### config.mk
export PLATFORM = sky130hd
export DESIGN_NAME = tga_rle_pixel_decoder_core
export DESIGN_NICKNAME = d
export VERILOG_FILES = /design/src/rtl/core/tgarle_pkg.sv /design/src/rtl/core/tgarle_cfg_regs.sv /design/src/rtl/core/tgarle_datapath.sv /design/src/rtl/core/tgarle_ctrl.sv /design/src/rtl/core/tga_rle_pixel_decoder_core.sv
export SDC_FILE = /design/constraint.sdc
export NUM_CORES = 1
export LEC_CHECK = 0
export BUFFER_PORTS_ARGS = -buffer_cell sky130_fd_sc_hd__clkbuf_2
export CORE_MARGIN = 3
export CORE_UTILIZATION = 55
export DETAILED_ROUTE_END_ITERATION = 7
export GPL_ROUTABILITY_DRIVEN = 0
export PLACE_DENSITY = 0.7
export SYNTH_ARGS = -nofsm -noshare
export SYNTH_HDL_FRONTEND = slang
export SYNTH_HIERARCHICAL = 1
export SYNTH_SLANG_ARGS = --single-unit
### constraint.sdc
create_clock -name clk -period 17.4 [get_ports clk]
set_input_delay 3.48 -clock clk [delete_from_list [all_inputs] [get_ports clk]]
set_output_delay 3.48 -clock clk [all_outputs]
set_load 0.02 [all_outputs]
### src/rtl/core/tgarle_pkg.sv
// Shared types and constants for the Targa RLE pixel decoder.
// No dependencies; every other file of the block refers to this package.
package tgarle_pkg;

	// Default buffer limits
	localparam int DEF_MAX_WIDTH  = 256;
	localparam int DEF_MAX_HEIGHT = 256;

	// Field widths
	localparam int BYTE_W     = 8;
	localparam int ADDR_W     = 16;
	localparam int COLOR_W    = 32;
	localparam int LEN_W      = 8;
	localparam int OUT_DATA_W = 56;
	localparam int CFG_IDX_W  = 3;
	localparam int CFG_DATA_W = 9;
	localparam int DIM_W      = 9;

	// Input word kinds carried on tuser
	localparam logic OP_START = 1'b0;
	localparam logic OP_DATA  = 1'b1;

	// Register indexes
	localparam logic [CFG_IDX_W-1:0] REG_ALPHA_PRESENT = 3'd0;
	localparam logic [CFG_IDX_W-1:0] REG_RLE_MODE      = 3'd1;
	localparam logic [CFG_IDX_W-1:0] REG_ROW_FLIP      = 3'd2;
	localparam logic [CFG_IDX_W-1:0] REG_IMAGE_WIDTH   = 3'd3;
	localparam logic [CFG_IDX_W-1:0] REG_IMAGE_HEIGHT  = 3'd4;

	// Register reset values
	localparam logic             RST_ALPHA_PRESENT = 1'b0;
	localparam logic             RST_RLE_MODE      = 1'b1;
	localparam logic             RST_ROW_FLIP      = 1'b1;
	localparam logic [DIM_W-1:0] RST_IMAGE_WIDTH   = 9'd16;
	localparam logic [DIM_W-1:0] RST_IMAGE_HEIGHT  = 9'd11;

	// Packet header layout and pixel constants
	localparam int                RUN_FLAG_BIT = 7;
	localparam logic [6:0]        COUNT_MASK   = 7'h7f;
	localparam logic [BYTE_W-1:0] ALPHA_OPAQUE = 8'hff;
	localparam int                MIN_WIDTH    = 4;
	localparam int                MIN_HEIGHT   = 1;

	typedef struct packed {
		logic             alpha_present;
		logic             rle_mode;
		logic             row_flip;
		logic [DIM_W-1:0] image_width;
		logic [DIM_W-1:0] image_height;
	} cfg_t;

	// Controller to datapath
	typedef struct packed {
		logic clear;
		logic hdr;
		logic gather;
		logic settle;
		logic base;
		logic emit;
	} cmd_t;

	// Datapath to controller
	typedef struct packed {
		logic want_hdr;
		logic finished;
		logic pix_done;
		logic settle_fin;
		logic emit_last;
		logic out_free;
	} stat_t;

endpackage

### src/rtl/core/tgarle_cfg_regs.sv
// Configuration register file of the Targa RLE pixel decoder.
// Depends on tgarle_pkg for register indexes, reset values and cfg_t.
module tgarle_cfg_regs (
	input  logic                                clk,
	input  logic                                arst_n,
	input  logic                                cfg_valid,
	input  logic                                cfg_open,
	output logic                                cfg_ready,
	input  logic [tgarle_pkg::CFG_IDX_W-1:0]    cfg_index,
	input  logic [tgarle_pkg::CFG_DATA_W-1:0]   cfg_data,
	output tgarle_pkg::cfg_t                    cfg
);

	tgarle_pkg::cfg_t cfg_q;
	logic             wr;

	assign cfg_ready = cfg_open;
	assign wr        = cfg_valid && cfg_open;
	assign cfg       = cfg_q;

	// Register writes; indexes past the list are dropped
	always_ff @(posedge clk or negedge arst_n) begin
		if (!arst_n) begin
			cfg_q.alpha_present <= tgarle_pkg::RST_ALPHA_PRESENT;
			cfg_q.rle_mode      <= tgarle_pkg::RST_RLE_MODE;
			cfg_q.row_flip      <= tgarle_pkg::RST_ROW_FLIP;
			cfg_q.image_width   <= tgarle_pkg::RST_IMAGE_WIDTH;
			cfg_q.image_height  <= tgarle_pkg::RST_IMAGE_HEIGHT;
		end else if (wr) begin
			unique case (cfg_index)
				tgarle_pkg::REG_ALPHA_PRESENT: cfg_q.alpha_present <= cfg_data[0];
				tgarle_pkg::REG_RLE_MODE:      cfg_q.rle_mode      <= cfg_data[0];
				tgarle_pkg::REG_ROW_FLIP:      cfg_q.row_flip      <= cfg_data[0];
				tgarle_pkg::REG_IMAGE_WIDTH:   cfg_q.image_width   <= cfg_data;
				tgarle_pkg::REG_IMAGE_HEIGHT:  cfg_q.image_height  <= cfg_data;
				default: ;
			endcase
		end
	end

endmodule

### src/rtl/core/tgarle_datapath.sv
// Datapath of the Targa RLE pixel decoder: pixel gather, packet state,
// position, row base multiplier and output register. Depends on tgarle_pkg.
module tgarle_datapath #(
	parameter int MAX_WIDTH  = tgarle_pkg::DEF_MAX_WIDTH,
	parameter int MAX_HEIGHT = tgarle_pkg::DEF_MAX_HEIGHT
) (
	input  logic                                clk,
	input  logic                                arst_n,
	input  tgarle_pkg::cfg_t                    cfg,
	input  tgarle_pkg::cmd_t                    cmd,
	output tgarle_pkg::stat_t                   stat,
	input  logic [tgarle_pkg::BYTE_W-1:0]       byte_in,
	output logic                                m_tvalid,
	input  logic                                m_tready,
	output logic [tgarle_pkg::OUT_DATA_W-1:0]   m_tdata,
	output logic                                m_tlast,
	output logic [0:0]                          m_tuser
);

	localparam int CW   = $clog2(MAX_WIDTH + 1);
	localparam int RW   = $clog2(MAX_HEIGHT + 1);
	localparam int PW   = CW + RW;
	localparam int CLW  = (CW > tgarle_pkg::DIM_W) ? CW : tgarle_pkg::DIM_W;
	localparam int RLW  = (RW > tgarle_pkg::DIM_W) ? RW : tgarle_pkg::DIM_W;
	localparam int CMPW = (CW > tgarle_pkg::LEN_W) ? CW : tgarle_pkg::LEN_W;

	localparam int AW = tgarle_pkg::ADDR_W;
	localparam int LW = tgarle_pkg::LEN_W;

	// Decode state
	logic [1:0]                        phase_q;
	logic [tgarle_pkg::COLOR_W-1:0]    color_q;
	logic [LW-1:0]                     rem_q;
	logic                              is_run_q;
	logic                              expect_q;
	logic [CW-1:0]                     col_q;
	logic [RW-1:0]                     row_q;
	logic                              fin_q;
	logic [AW-1:0]                     base_q;
	logic [LW-1:0]                     cnt_q;

	// Output register
	logic                              out_valid_q;
	logic [AW-1:0]                     out_addr_q;
	logic [tgarle_pkg::COLOR_W-1:0]    out_color_q;
	logic [LW-1:0]                     out_len_q;
	logic                              out_last_q;
	logic                              out_done_q;

	// Combinational helpers
	logic [CLW-1:0]                    w_wide;
	logic [RLW-1:0]                    h_wide;
	logic [CW-1:0]                     w_eff;
	logic [RW-1:0]                     h_eff;
	logic [tgarle_pkg::COLOR_W-1:0]    color_ins;
	logic [tgarle_pkg::COLOR_W-1:0]    color_px;
	logic                              complete;
	logic [LW-1:0]                     rem_norm;
	logic [LW-1:0]                     rem_after;
	logic                              wrap;
	logic [RW:0]                       row_inc;
	logic [RW:0]                       row_t;
	logic                              settle_fin;
	logic [RW-1:0]                     row_sel;
	logic [PW-1:0]                     prod;
	logic [CW-1:0]                     wr_left;
	logic                              take;
	logic [LW-1:0]                     n_fill;
	logic [LW-1:0]                     cnt_next;
	logic                              emit_fin;
	logic                              emit_last;
	logic                              out_free;

	// Clamp the configured dimensions to the supported range
	always_comb begin
		w_wide = CLW'(cfg.image_width);
		if (w_wide < CLW'(tgarle_pkg::MIN_WIDTH))
			w_wide = CLW'(tgarle_pkg::MIN_WIDTH);
		else if (w_wide > CLW'(MAX_WIDTH))
			w_wide = CLW'(MAX_WIDTH);
		h_wide = RLW'(cfg.image_height);
		if (h_wide < RLW'(tgarle_pkg::MIN_HEIGHT))
			h_wide = RLW'(tgarle_pkg::MIN_HEIGHT);
		else if (h_wide > RLW'(MAX_HEIGHT))
			h_wide = RLW'(MAX_HEIGHT);
	end
	assign w_eff = CW'(w_wide);
	assign h_eff = RW'(h_wide);

	// Drop the incoming byte into its colour lane
	always_comb begin
		color_ins = color_q;
		for (int i = 0; i < 4; i++) begin
			if (phase_q == 2'(i))
				color_ins[8*i +: 8] = byte_in;
		end
	end

	// Pixel ends on the red byte without alpha, on the alpha byte otherwise
	assign complete = (phase_q == 2'd3) || ((phase_q == 2'd2) && !cfg.alpha_present);
	assign color_px = (phase_q == 2'd2) ? {tgarle_pkg::ALPHA_OPAQUE, color_ins[23:0]}
	                                    : color_ins;

	// Packet count after this pixel
	assign rem_norm  = (rem_q == '0) ? LW'(1) : rem_q;
	assign rem_after = is_run_q ? '0 : rem_norm - LW'(1);

	// Row wrap and end of image for the pre-fill settle
	assign wrap       = (col_q >= w_eff);
	assign row_inc    = {1'b0, row_q} + (RW+1)'(1);
	assign row_t      = wrap ? row_inc : {1'b0, row_q};
	assign settle_fin = (row_t >= {1'b0, h_eff});

	// Row base: buffer row times width
	assign row_sel = cfg.row_flip ? (h_eff - RW'(1) - row_q) : row_q;
	assign prod    = PW'(row_sel) * PW'(w_eff);

	// One fill piece, cut at the row end
	assign wr_left   = w_eff - col_q;
	assign take      = (CMPW'(cnt_q) >= CMPW'(wr_left));
	assign n_fill    = take ? LW'(wr_left) : cnt_q;
	assign cnt_next  = cnt_q - n_fill;
	assign emit_fin  = take && (row_inc >= {1'b0, h_eff});
	assign emit_last = (cnt_next == '0) || emit_fin;
	assign out_free  = !out_valid_q || m_tready;

	assign stat.want_hdr   = cfg.rle_mode && expect_q;
	assign stat.finished   = fin_q;
	assign stat.pix_done   = complete;
	assign stat.settle_fin = settle_fin;
	assign stat.emit_last  = emit_last;
	assign stat.out_free   = out_free;

	// Decode state
	always_ff @(posedge clk or negedge arst_n) begin
		if (!arst_n) begin
			phase_q  <= '0;
			color_q  <= '0;
			rem_q    <= '0;
			is_run_q <= 1'b0;
			expect_q <= 1'b1;
			col_q    <= '0;
			row_q    <= '0;
			fin_q    <= 1'b0;
			base_q   <= '0;
			cnt_q    <= '0;
		end else begin
			if (cmd.clear) begin
				phase_q  <= '0;
				color_q  <= '0;
				rem_q    <= '0;
				is_run_q <= 1'b0;
				expect_q <= 1'b1;
				col_q    <= '0;
				row_q    <= '0;
				fin_q    <= 1'b0;
			end
			if (cmd.hdr) begin
				is_run_q <= byte_in[tgarle_pkg::RUN_FLAG_BIT];
				rem_q    <= LW'(byte_in[6:0] & tgarle_pkg::COUNT_MASK) + LW'(1);
				expect_q <= 1'b0;
				phase_q  <= '0;
			end
			if (cmd.gather) begin
				if (complete) begin
					phase_q <= '0;
					color_q <= color_px;
					if (cfg.rle_mode) begin
						cnt_q <= is_run_q ? rem_norm : LW'(1);
						rem_q <= rem_after;
						if (rem_after == '0)
							expect_q <= 1'b1;
					end else begin
						cnt_q <= LW'(1);
					end
				end else begin
					phase_q <= phase_q + 2'd1;
					color_q <= color_ins;
				end
			end
			if (cmd.settle) begin
				if (wrap)
					col_q <= '0;
				row_q <= RW'(row_t);
				if (settle_fin) begin
					fin_q <= 1'b1;
					if (cfg.rle_mode) begin
						rem_q    <= '0;
						expect_q <= 1'b1;
					end
				end
			end
			if (cmd.base)
				base_q <= AW'(prod);
			if (cmd.emit) begin
				cnt_q <= cnt_next;
				if (take) begin
					col_q <= '0;
					row_q <= RW'(row_inc);
				end else begin
					col_q <= col_q + CW'(n_fill);
				end
				if (emit_fin) begin
					fin_q <= 1'b1;
					if (cfg.rle_mode) begin
						rem_q    <= '0;
						expect_q <= 1'b1;
					end
				end
			end
		end
	end

	// Output word register
	always_ff @(posedge clk or negedge arst_n) begin
		if (!arst_n) begin
			out_valid_q <= 1'b0;
		end else if (cmd.emit) begin
			out_valid_q <= 1'b1;
		end else if (m_tready) begin
			out_valid_q <= 1'b0;
		end
	end

	always_ff @(posedge clk) begin
		if (cmd.emit) begin
			out_addr_q  <= base_q + AW'(col_q);
			out_color_q <= color_q;
			out_len_q   <= n_fill;
			out_last_q  <= emit_last;
			out_done_q  <= emit_fin;
		end
	end

	assign m_tvalid = out_valid_q;
	assign m_tdata  = {out_len_q, out_color_q, out_addr_q};
	assign m_tlast  = out_last_q;
	assign m_tuser  = out_done_q;

`ifndef ASSERT_OFF
	// A new word never overwrites one still waiting
	a_emit_room: assert property (@(posedge clk) disable iff (!arst_n)
		cmd.emit |-> (!out_valid_q || m_tready))
		else $error("fill word issued with output register occupied");

	// Every fill piece covers at least one pixel
	a_len_nonzero: assert property (@(posedge clk) disable iff (!arst_n)
		cmd.emit |=> (out_len_q != '0))
		else $error("zero length fill piece");

	// End of image is only reached by a settle or a fill
	a_fin_source: assert property (@(posedge clk) disable iff (!arst_n)
		$rose(fin_q) |-> $past(cmd.settle || cmd.emit))
		else $error("image finished without a position update");

	// The word that finishes the image closes its byte's results
	a_done_last: assert property (@(posedge clk) disable iff (!arst_n)
		(out_valid_q && out_done_q) |-> out_last_q)
		else $error("image done flagged on a word that is not last");
`endif

endmodule

### src/rtl/core/tgarle_ctrl.sv
// Controller of the Targa RLE pixel decoder: byte acceptance and fill
// sequencing. Depends on tgarle_pkg for cmd_t, stat_t and the op codes.
module tgarle_ctrl (
	input  logic                 clk,
	input  logic                 arst_n,
	input  logic                 s_tvalid,
	output logic                 s_tready,
	input  logic                 op,
	input  tgarle_pkg::stat_t    stat,
	output tgarle_pkg::cmd_t     cmd,
	output logic                 idle
);

	localparam logic [1:0] S_IDLE   = 2'd0;
	localparam logic [1:0] S_SETTLE = 2'd1;
	localparam logic [1:0] S_BASE   = 2'd2;
	localparam logic [1:0] S_EMIT   = 2'd3;

	logic [1:0] state_q;
	logic [1:0] state_d;
	logic       accept;

	assign idle     = (state_q == S_IDLE);
	assign s_tready = idle;
	assign accept   = s_tvalid && s_tready;

	// Next state and datapath commands
	always_comb begin
		state_d = state_q;
		cmd     = '0;
		unique case (state_q)
			S_IDLE: begin
				if (accept) begin
					if (op == tgarle_pkg::OP_START) begin
						cmd.clear = 1'b1;
					end else if (!stat.finished) begin
						if (stat.want_hdr) begin
							cmd.hdr = 1'b1;
						end else begin
							cmd.gather = 1'b1;
							if (stat.pix_done)
								state_d = S_SETTLE;
						end
					end
				end
			end
			S_SETTLE: begin
				cmd.settle = 1'b1;
				state_d    = stat.settle_fin ? S_IDLE : S_BASE;
			end
			S_BASE: begin
				cmd.base = 1'b1;
				state_d  = S_EMIT;
			end
			S_EMIT: begin
				if (stat.out_free) begin
					cmd.emit = 1'b1;
					state_d  = stat.emit_last ? S_IDLE : S_BASE;
				end
			end
			default: state_d = S_IDLE;
		endcase
	end

	always_ff @(posedge clk or negedge arst_n) begin
		if (!arst_n)
			state_q <= S_IDLE;
		else
			state_q <= state_d;
	end

`ifndef ASSERT_OFF
	// A start word leaves the decoder ready for the next word
	a_start_idle: assert property (@(posedge clk) disable iff (!arst_n)
		(accept && (op == tgarle_pkg::OP_START)) |=> (state_q == S_IDLE))
		else $error("start word did not return to idle");

	// A fill waits in place while the output register is full
	a_emit_hold: assert property (@(posedge clk) disable iff (!arst_n)
		((state_q == S_EMIT) && !stat.out_free) |=> (state_q == S_EMIT))
		else $error("fill abandoned while output stalled");
`endif

endmodule

### src/rtl/core/tga_rle_pixel_decoder_core.sv
// Top level of the Targa RLE pixel decoder.
// Depends on tgarle_pkg, tgarle_cfg_regs, tgarle_datapath and tgarle_ctrl.

// Takes Targa pixel data one byte per word after the file header and turns it
// into fill words of buffer address, ARGB colour and run length. A word with
// tuser low starts a new image. A byte that finishes a pixel first settles the
// row position, then for each fill word passes the row base multiplier state
// and then the output register load state; a stalled master side holds the
// sequence in its load state. Runs that reach a row end are split there, so a
// run gives up to 33 words. The input side and the configuration port are
// ready only between bytes; an output word may still be waiting while the
// next byte is taken.
module tga_rle_pixel_decoder_core #(
	parameter int MAX_WIDTH  = tgarle_pkg::DEF_MAX_WIDTH,
	parameter int MAX_HEIGHT = tgarle_pkg::DEF_MAX_HEIGHT
) (
	input  logic                                clk,
	input  logic                                arst_n,
	input  logic                                s_tvalid,
	output logic                                s_tready,
	input  logic [tgarle_pkg::BYTE_W-1:0]       s_tdata,   // [7:0] data_byte
	input  logic [0:0]                          s_tuser,   // [0] op
	output logic                                m_tvalid,
	input  logic                                m_tready,
	output logic [tgarle_pkg::OUT_DATA_W-1:0]   m_tdata,   // [15:0] pixel_address,
	                                                        // [47:16] pixel_color,
	                                                        // [55:48] run_length
	output logic                                m_tlast,   // last_of_run
	output logic [0:0]                          m_tuser,   // [0] image_done
	input  logic                                cfg_valid,
	output logic                                cfg_ready,
	input  logic [tgarle_pkg::CFG_IDX_W-1:0]    cfg_index,
	input  logic [tgarle_pkg::CFG_DATA_W-1:0]   cfg_data
);

	tgarle_pkg::cfg_t  cfg;
	tgarle_pkg::cmd_t  cmd;
	tgarle_pkg::stat_t stat;
	logic              idle;

	tgarle_cfg_regs u_cfg (
		.clk       (clk),
		.arst_n    (arst_n),
		.cfg_valid (cfg_valid),
		.cfg_open  (idle),
		.cfg_ready (cfg_ready),
		.cfg_index (cfg_index),
		.cfg_data  (cfg_data),
		.cfg       (cfg)
	);

	tgarle_ctrl u_ctrl (
		.clk      (clk),
		.arst_n   (arst_n),
		.s_tvalid (s_tvalid),
		.s_tready (s_tready),
		.op       (s_tuser[0]),
		.stat     (stat),
		.cmd      (cmd),
		.idle     (idle)
	);

	tgarle_datapath #(
		.MAX_WIDTH  (MAX_WIDTH),
		.MAX_HEIGHT (MAX_HEIGHT)
	) u_dp (
		.clk      (clk),
		.arst_n   (arst_n),
		.cfg      (cfg),
		.cmd      (cmd),
		.stat     (stat),
		.byte_in  (s_tdata),
		.m_tvalid (m_tvalid),
		.m_tready (m_tready),
		.m_tdata  (m_tdata),
		.m_tlast  (m_tlast),
		.m_tuser  (m_tuser)
	);

endmodule

==> qor.yml <==
outcome: "completed"
fin_skew_ns: 0.0162
reg2reg_depth: 29
grt_antenna_before_repair: 0
wl_per_cell_um: 18.2
worst_path_largest_cell_delay_ns: 0.83
die-area_mm2: 0.0249
crit_arrival_ns: 7.91
synth_cells: 1296
grt_setup_unrepaired: "no"
hold_viol: 0
clockRootBuffer: "clkbuf_16"
min_from: "u_dp/color_q[27]"
period_needed_ns: 7.58
port_buffers: 86
timing.rr.start: "u_cfg/cfg[16]"
ctsHtreeMaxLevel: 4
ys_ff_latch: 169
hold_depth: 0
endpoint_kind: "flip-flop"
die_w_um: 158
drt_iter0_drc: 867
holdPathEnd: "u_dp/out_color_q[27]"
setup_viol: 0
overflow: 0
netlist_area_mm2: 0.0127
final_common_cell: "inv_1"
cap_violations: 0
r2r-end: "u_ctrl/state_q[1]"
clk_pin_slew_ns: 0.09
post_cts_buffers: 0
die_h_um: 158
start_kind: "flip-flop"
grt_start_max_net_pins: 63
core_mm2: 0.0222
io_pins: 87
rrSetupSlack_ns: 9.82
ctsHoldBuffers: 0
vias_per_cell: 5.83
worstMarginPinSlew_ns: 1.06
syn_nets: 1474
grt_pass1_vias: 9420
yosysUniqueCellTypes: 86
grtUsageTotal_pct: 24.9
drc: 0
fp-row-count: 54
start_util_pct: 57.0
report.final.slew_viol_count: 0
dp_hpwl_um: 22500
cts.sinks: 169
path_class: "reg2reg"
synth-main-ff-cell: "dfrtp_1"
cts_tree: "built"
setup_tns_ns: 0
cts_buffers: 17
vias: 9634
drive_gt1_share_pct: 16.2
final_cell_mix: "inv_1, nand2_1, dfrtp_1"
totalWireLength_um: 30000
area_growth_pct: 9.74
clk_path_buf_depth: 2
drtAntennaViolNets: 0
synth-async-reset-ratio_pct: 65.7
cpMostUsedCell: "ha_1"
cp_slowest_cell: "xnor2_1"
yosys_warnings: 6
slew_headroom_pct: 29.2
final_nets: 1538
cts-resized-gates: 0
n_antenna_cell: 0
syn_avg_cell_area_um2: 9.77
yosysSeqAreaShare_pct: 35.8
critical_path_required_ns: 17.74
max_freq_ghz: 0.132
drtPass1Iterations: 5
grt_pass1_wl_um: 48900
worstHoldPathType: "reg2reg"
synth_edf_count: 58
clk_latency_ns: 0.44
fin_crit_sh_pct: 43.5
cp_max_fo: 26
## sequential cells by signal, indices dropped and copies added, names as in the netlist
signal,count
u_dp/color_q,32
u_dp/base_q,16
u_dp/m_tvalid,1
u_dp/phase_q,2
u_dp/m_tuser,1
u_cfg/cfg,21
u_dp/out_len_q,8
u_dp/fin_q,1
u_dp/col_q,9
u_dp/expect_q,1
u_dp/rem_q,8
u_dp/out_color_q,32
u_ctrl/state_q,2
u_dp/m_tlast,1
u_dp/is_run_q,1
u_dp/cnt_q,8
u_dp/row_q,9
u_dp/out_addr_q,16
## how the worst max path moves through the flow
stage               depth (start not counted)           endpoint          start  slack (ns)
finish                                     29  u_ctrl/state_q[1]  u_cfg/cfg[16]        9.82
global route                               29  u_ctrl/state_q[1]  u_cfg/cfg[16]        9.32
CTS                                        29  u_ctrl/state_q[1]  u_cfg/cfg[16]        9.91
detailed placement                         29  u_ctrl/state_q[1]  u_cfg/cfg[16]        9.92
global placement                           29  u_ctrl/state_q[1]  u_cfg/cfg[16]       10.15
floorplan                                  35  u_ctrl/state_q[1]  u_cfg/cfg[16]       10.71
## cells in the mapped netlist (3+ instances only)
library cell	number	area, um^2
nor4_1	7	43.8
nor3_1	23	115
a22o_1	27	236
nand3b_1	4	30.0
a22oi_1	4	30.0
o31a_1	3	26.3
nand4_1	8	50.1
dfstp_2	7	184
a21boi_0	5	37.5
a21oi_1	52	260
o31ai_1	9	67.6
o21ai_1	10	50.1
xnor2_1	57	499
o21bai_1	9	67.6
maj3_2	3	33.8
inv_1	156	586
a31oi_1	6	37.5
fa_1	51	1020
mux2_2	53	597
or3_1	3	18.8
edfxtp_1	58	1740
and2_1	20	125
nor2b_1	16	100
mux2i_1	5	50.1
nor3b_1	3	22.5
a311oi_1	4	35.0
buf_4	7	52.6
mux2_4	9	135
dfrtp_1	104	2600
ha_1	101	1260
a211oi_1	7	52.6
and3_1	16	100
o21a_1	8	60.1
o21ai_0	55	275
nand2b_1	16	100
xor2_1	19	166
nand2_1	127	477
nor2_1	91	342
buf_6	3	33.8
nand3_1	15	75.1
a21o_1	21	158
clkbuf_1	34	128
## cell type report
type / instances / area, um^2
clock inverters: 15 / 194
multi-input cells: 919 / 7310
flip-flops and latches: 169 / 4530
fillers: 1845 / 8330
clock buffers: 17 / 425
repair buffers: 94 / 493
inverters: 159 / 597
well taps: 280 / 350
## worst max-delay path: cells and delay by family (launching register included)
kind,cells,cell delay [ns]
and+or+nand+nor,9,1.77
AOI/OAI and AO/OA,11,2.77
xor gates and xnor gates,1,0.83
buffers and inverters,3,0.29
DFF,1,0.43
adders and majority gates,5,1.38
## per-layer routing
layer	routed length (um)	GRT usage (%)	up-vias
li1	-	-	4590
met1	13400	33.8	4687
met2	14300	40.9	313
met3	1730	4.84	44
met4	610	7.07	0
met5	0	0	-
## per-stage QoR
step	util [%]	hold WS (ns)	instances	setup WS, ns	area [um^2]
3_5_place_dp	59.7	0.434	1621	9.92	13300
3_3_place_gp	59.7	0.431	1621	10.15	13300
4_1_cts	62.5	0.454	1653	9.91	13900
6_report	62.5	0.454	1653	9.82	13900
2_1_floorplan	-	0.425	1296	10.71	12700
5_1_grt	62.5	0.467	1653	9.32	13900
## cells by family after synthesis
logic type | synth area share (%)
simple gates | 14.1
compound gates | 13.8
buf+inv | 6.58
flops | 35.8
fa+ha+maj | 18.4
xor+xnor | 5.26
mux | 6.18
Power is not shown: default switching activity piles up to over one toggle a cycle in this logic, so the estimate is an artifact.
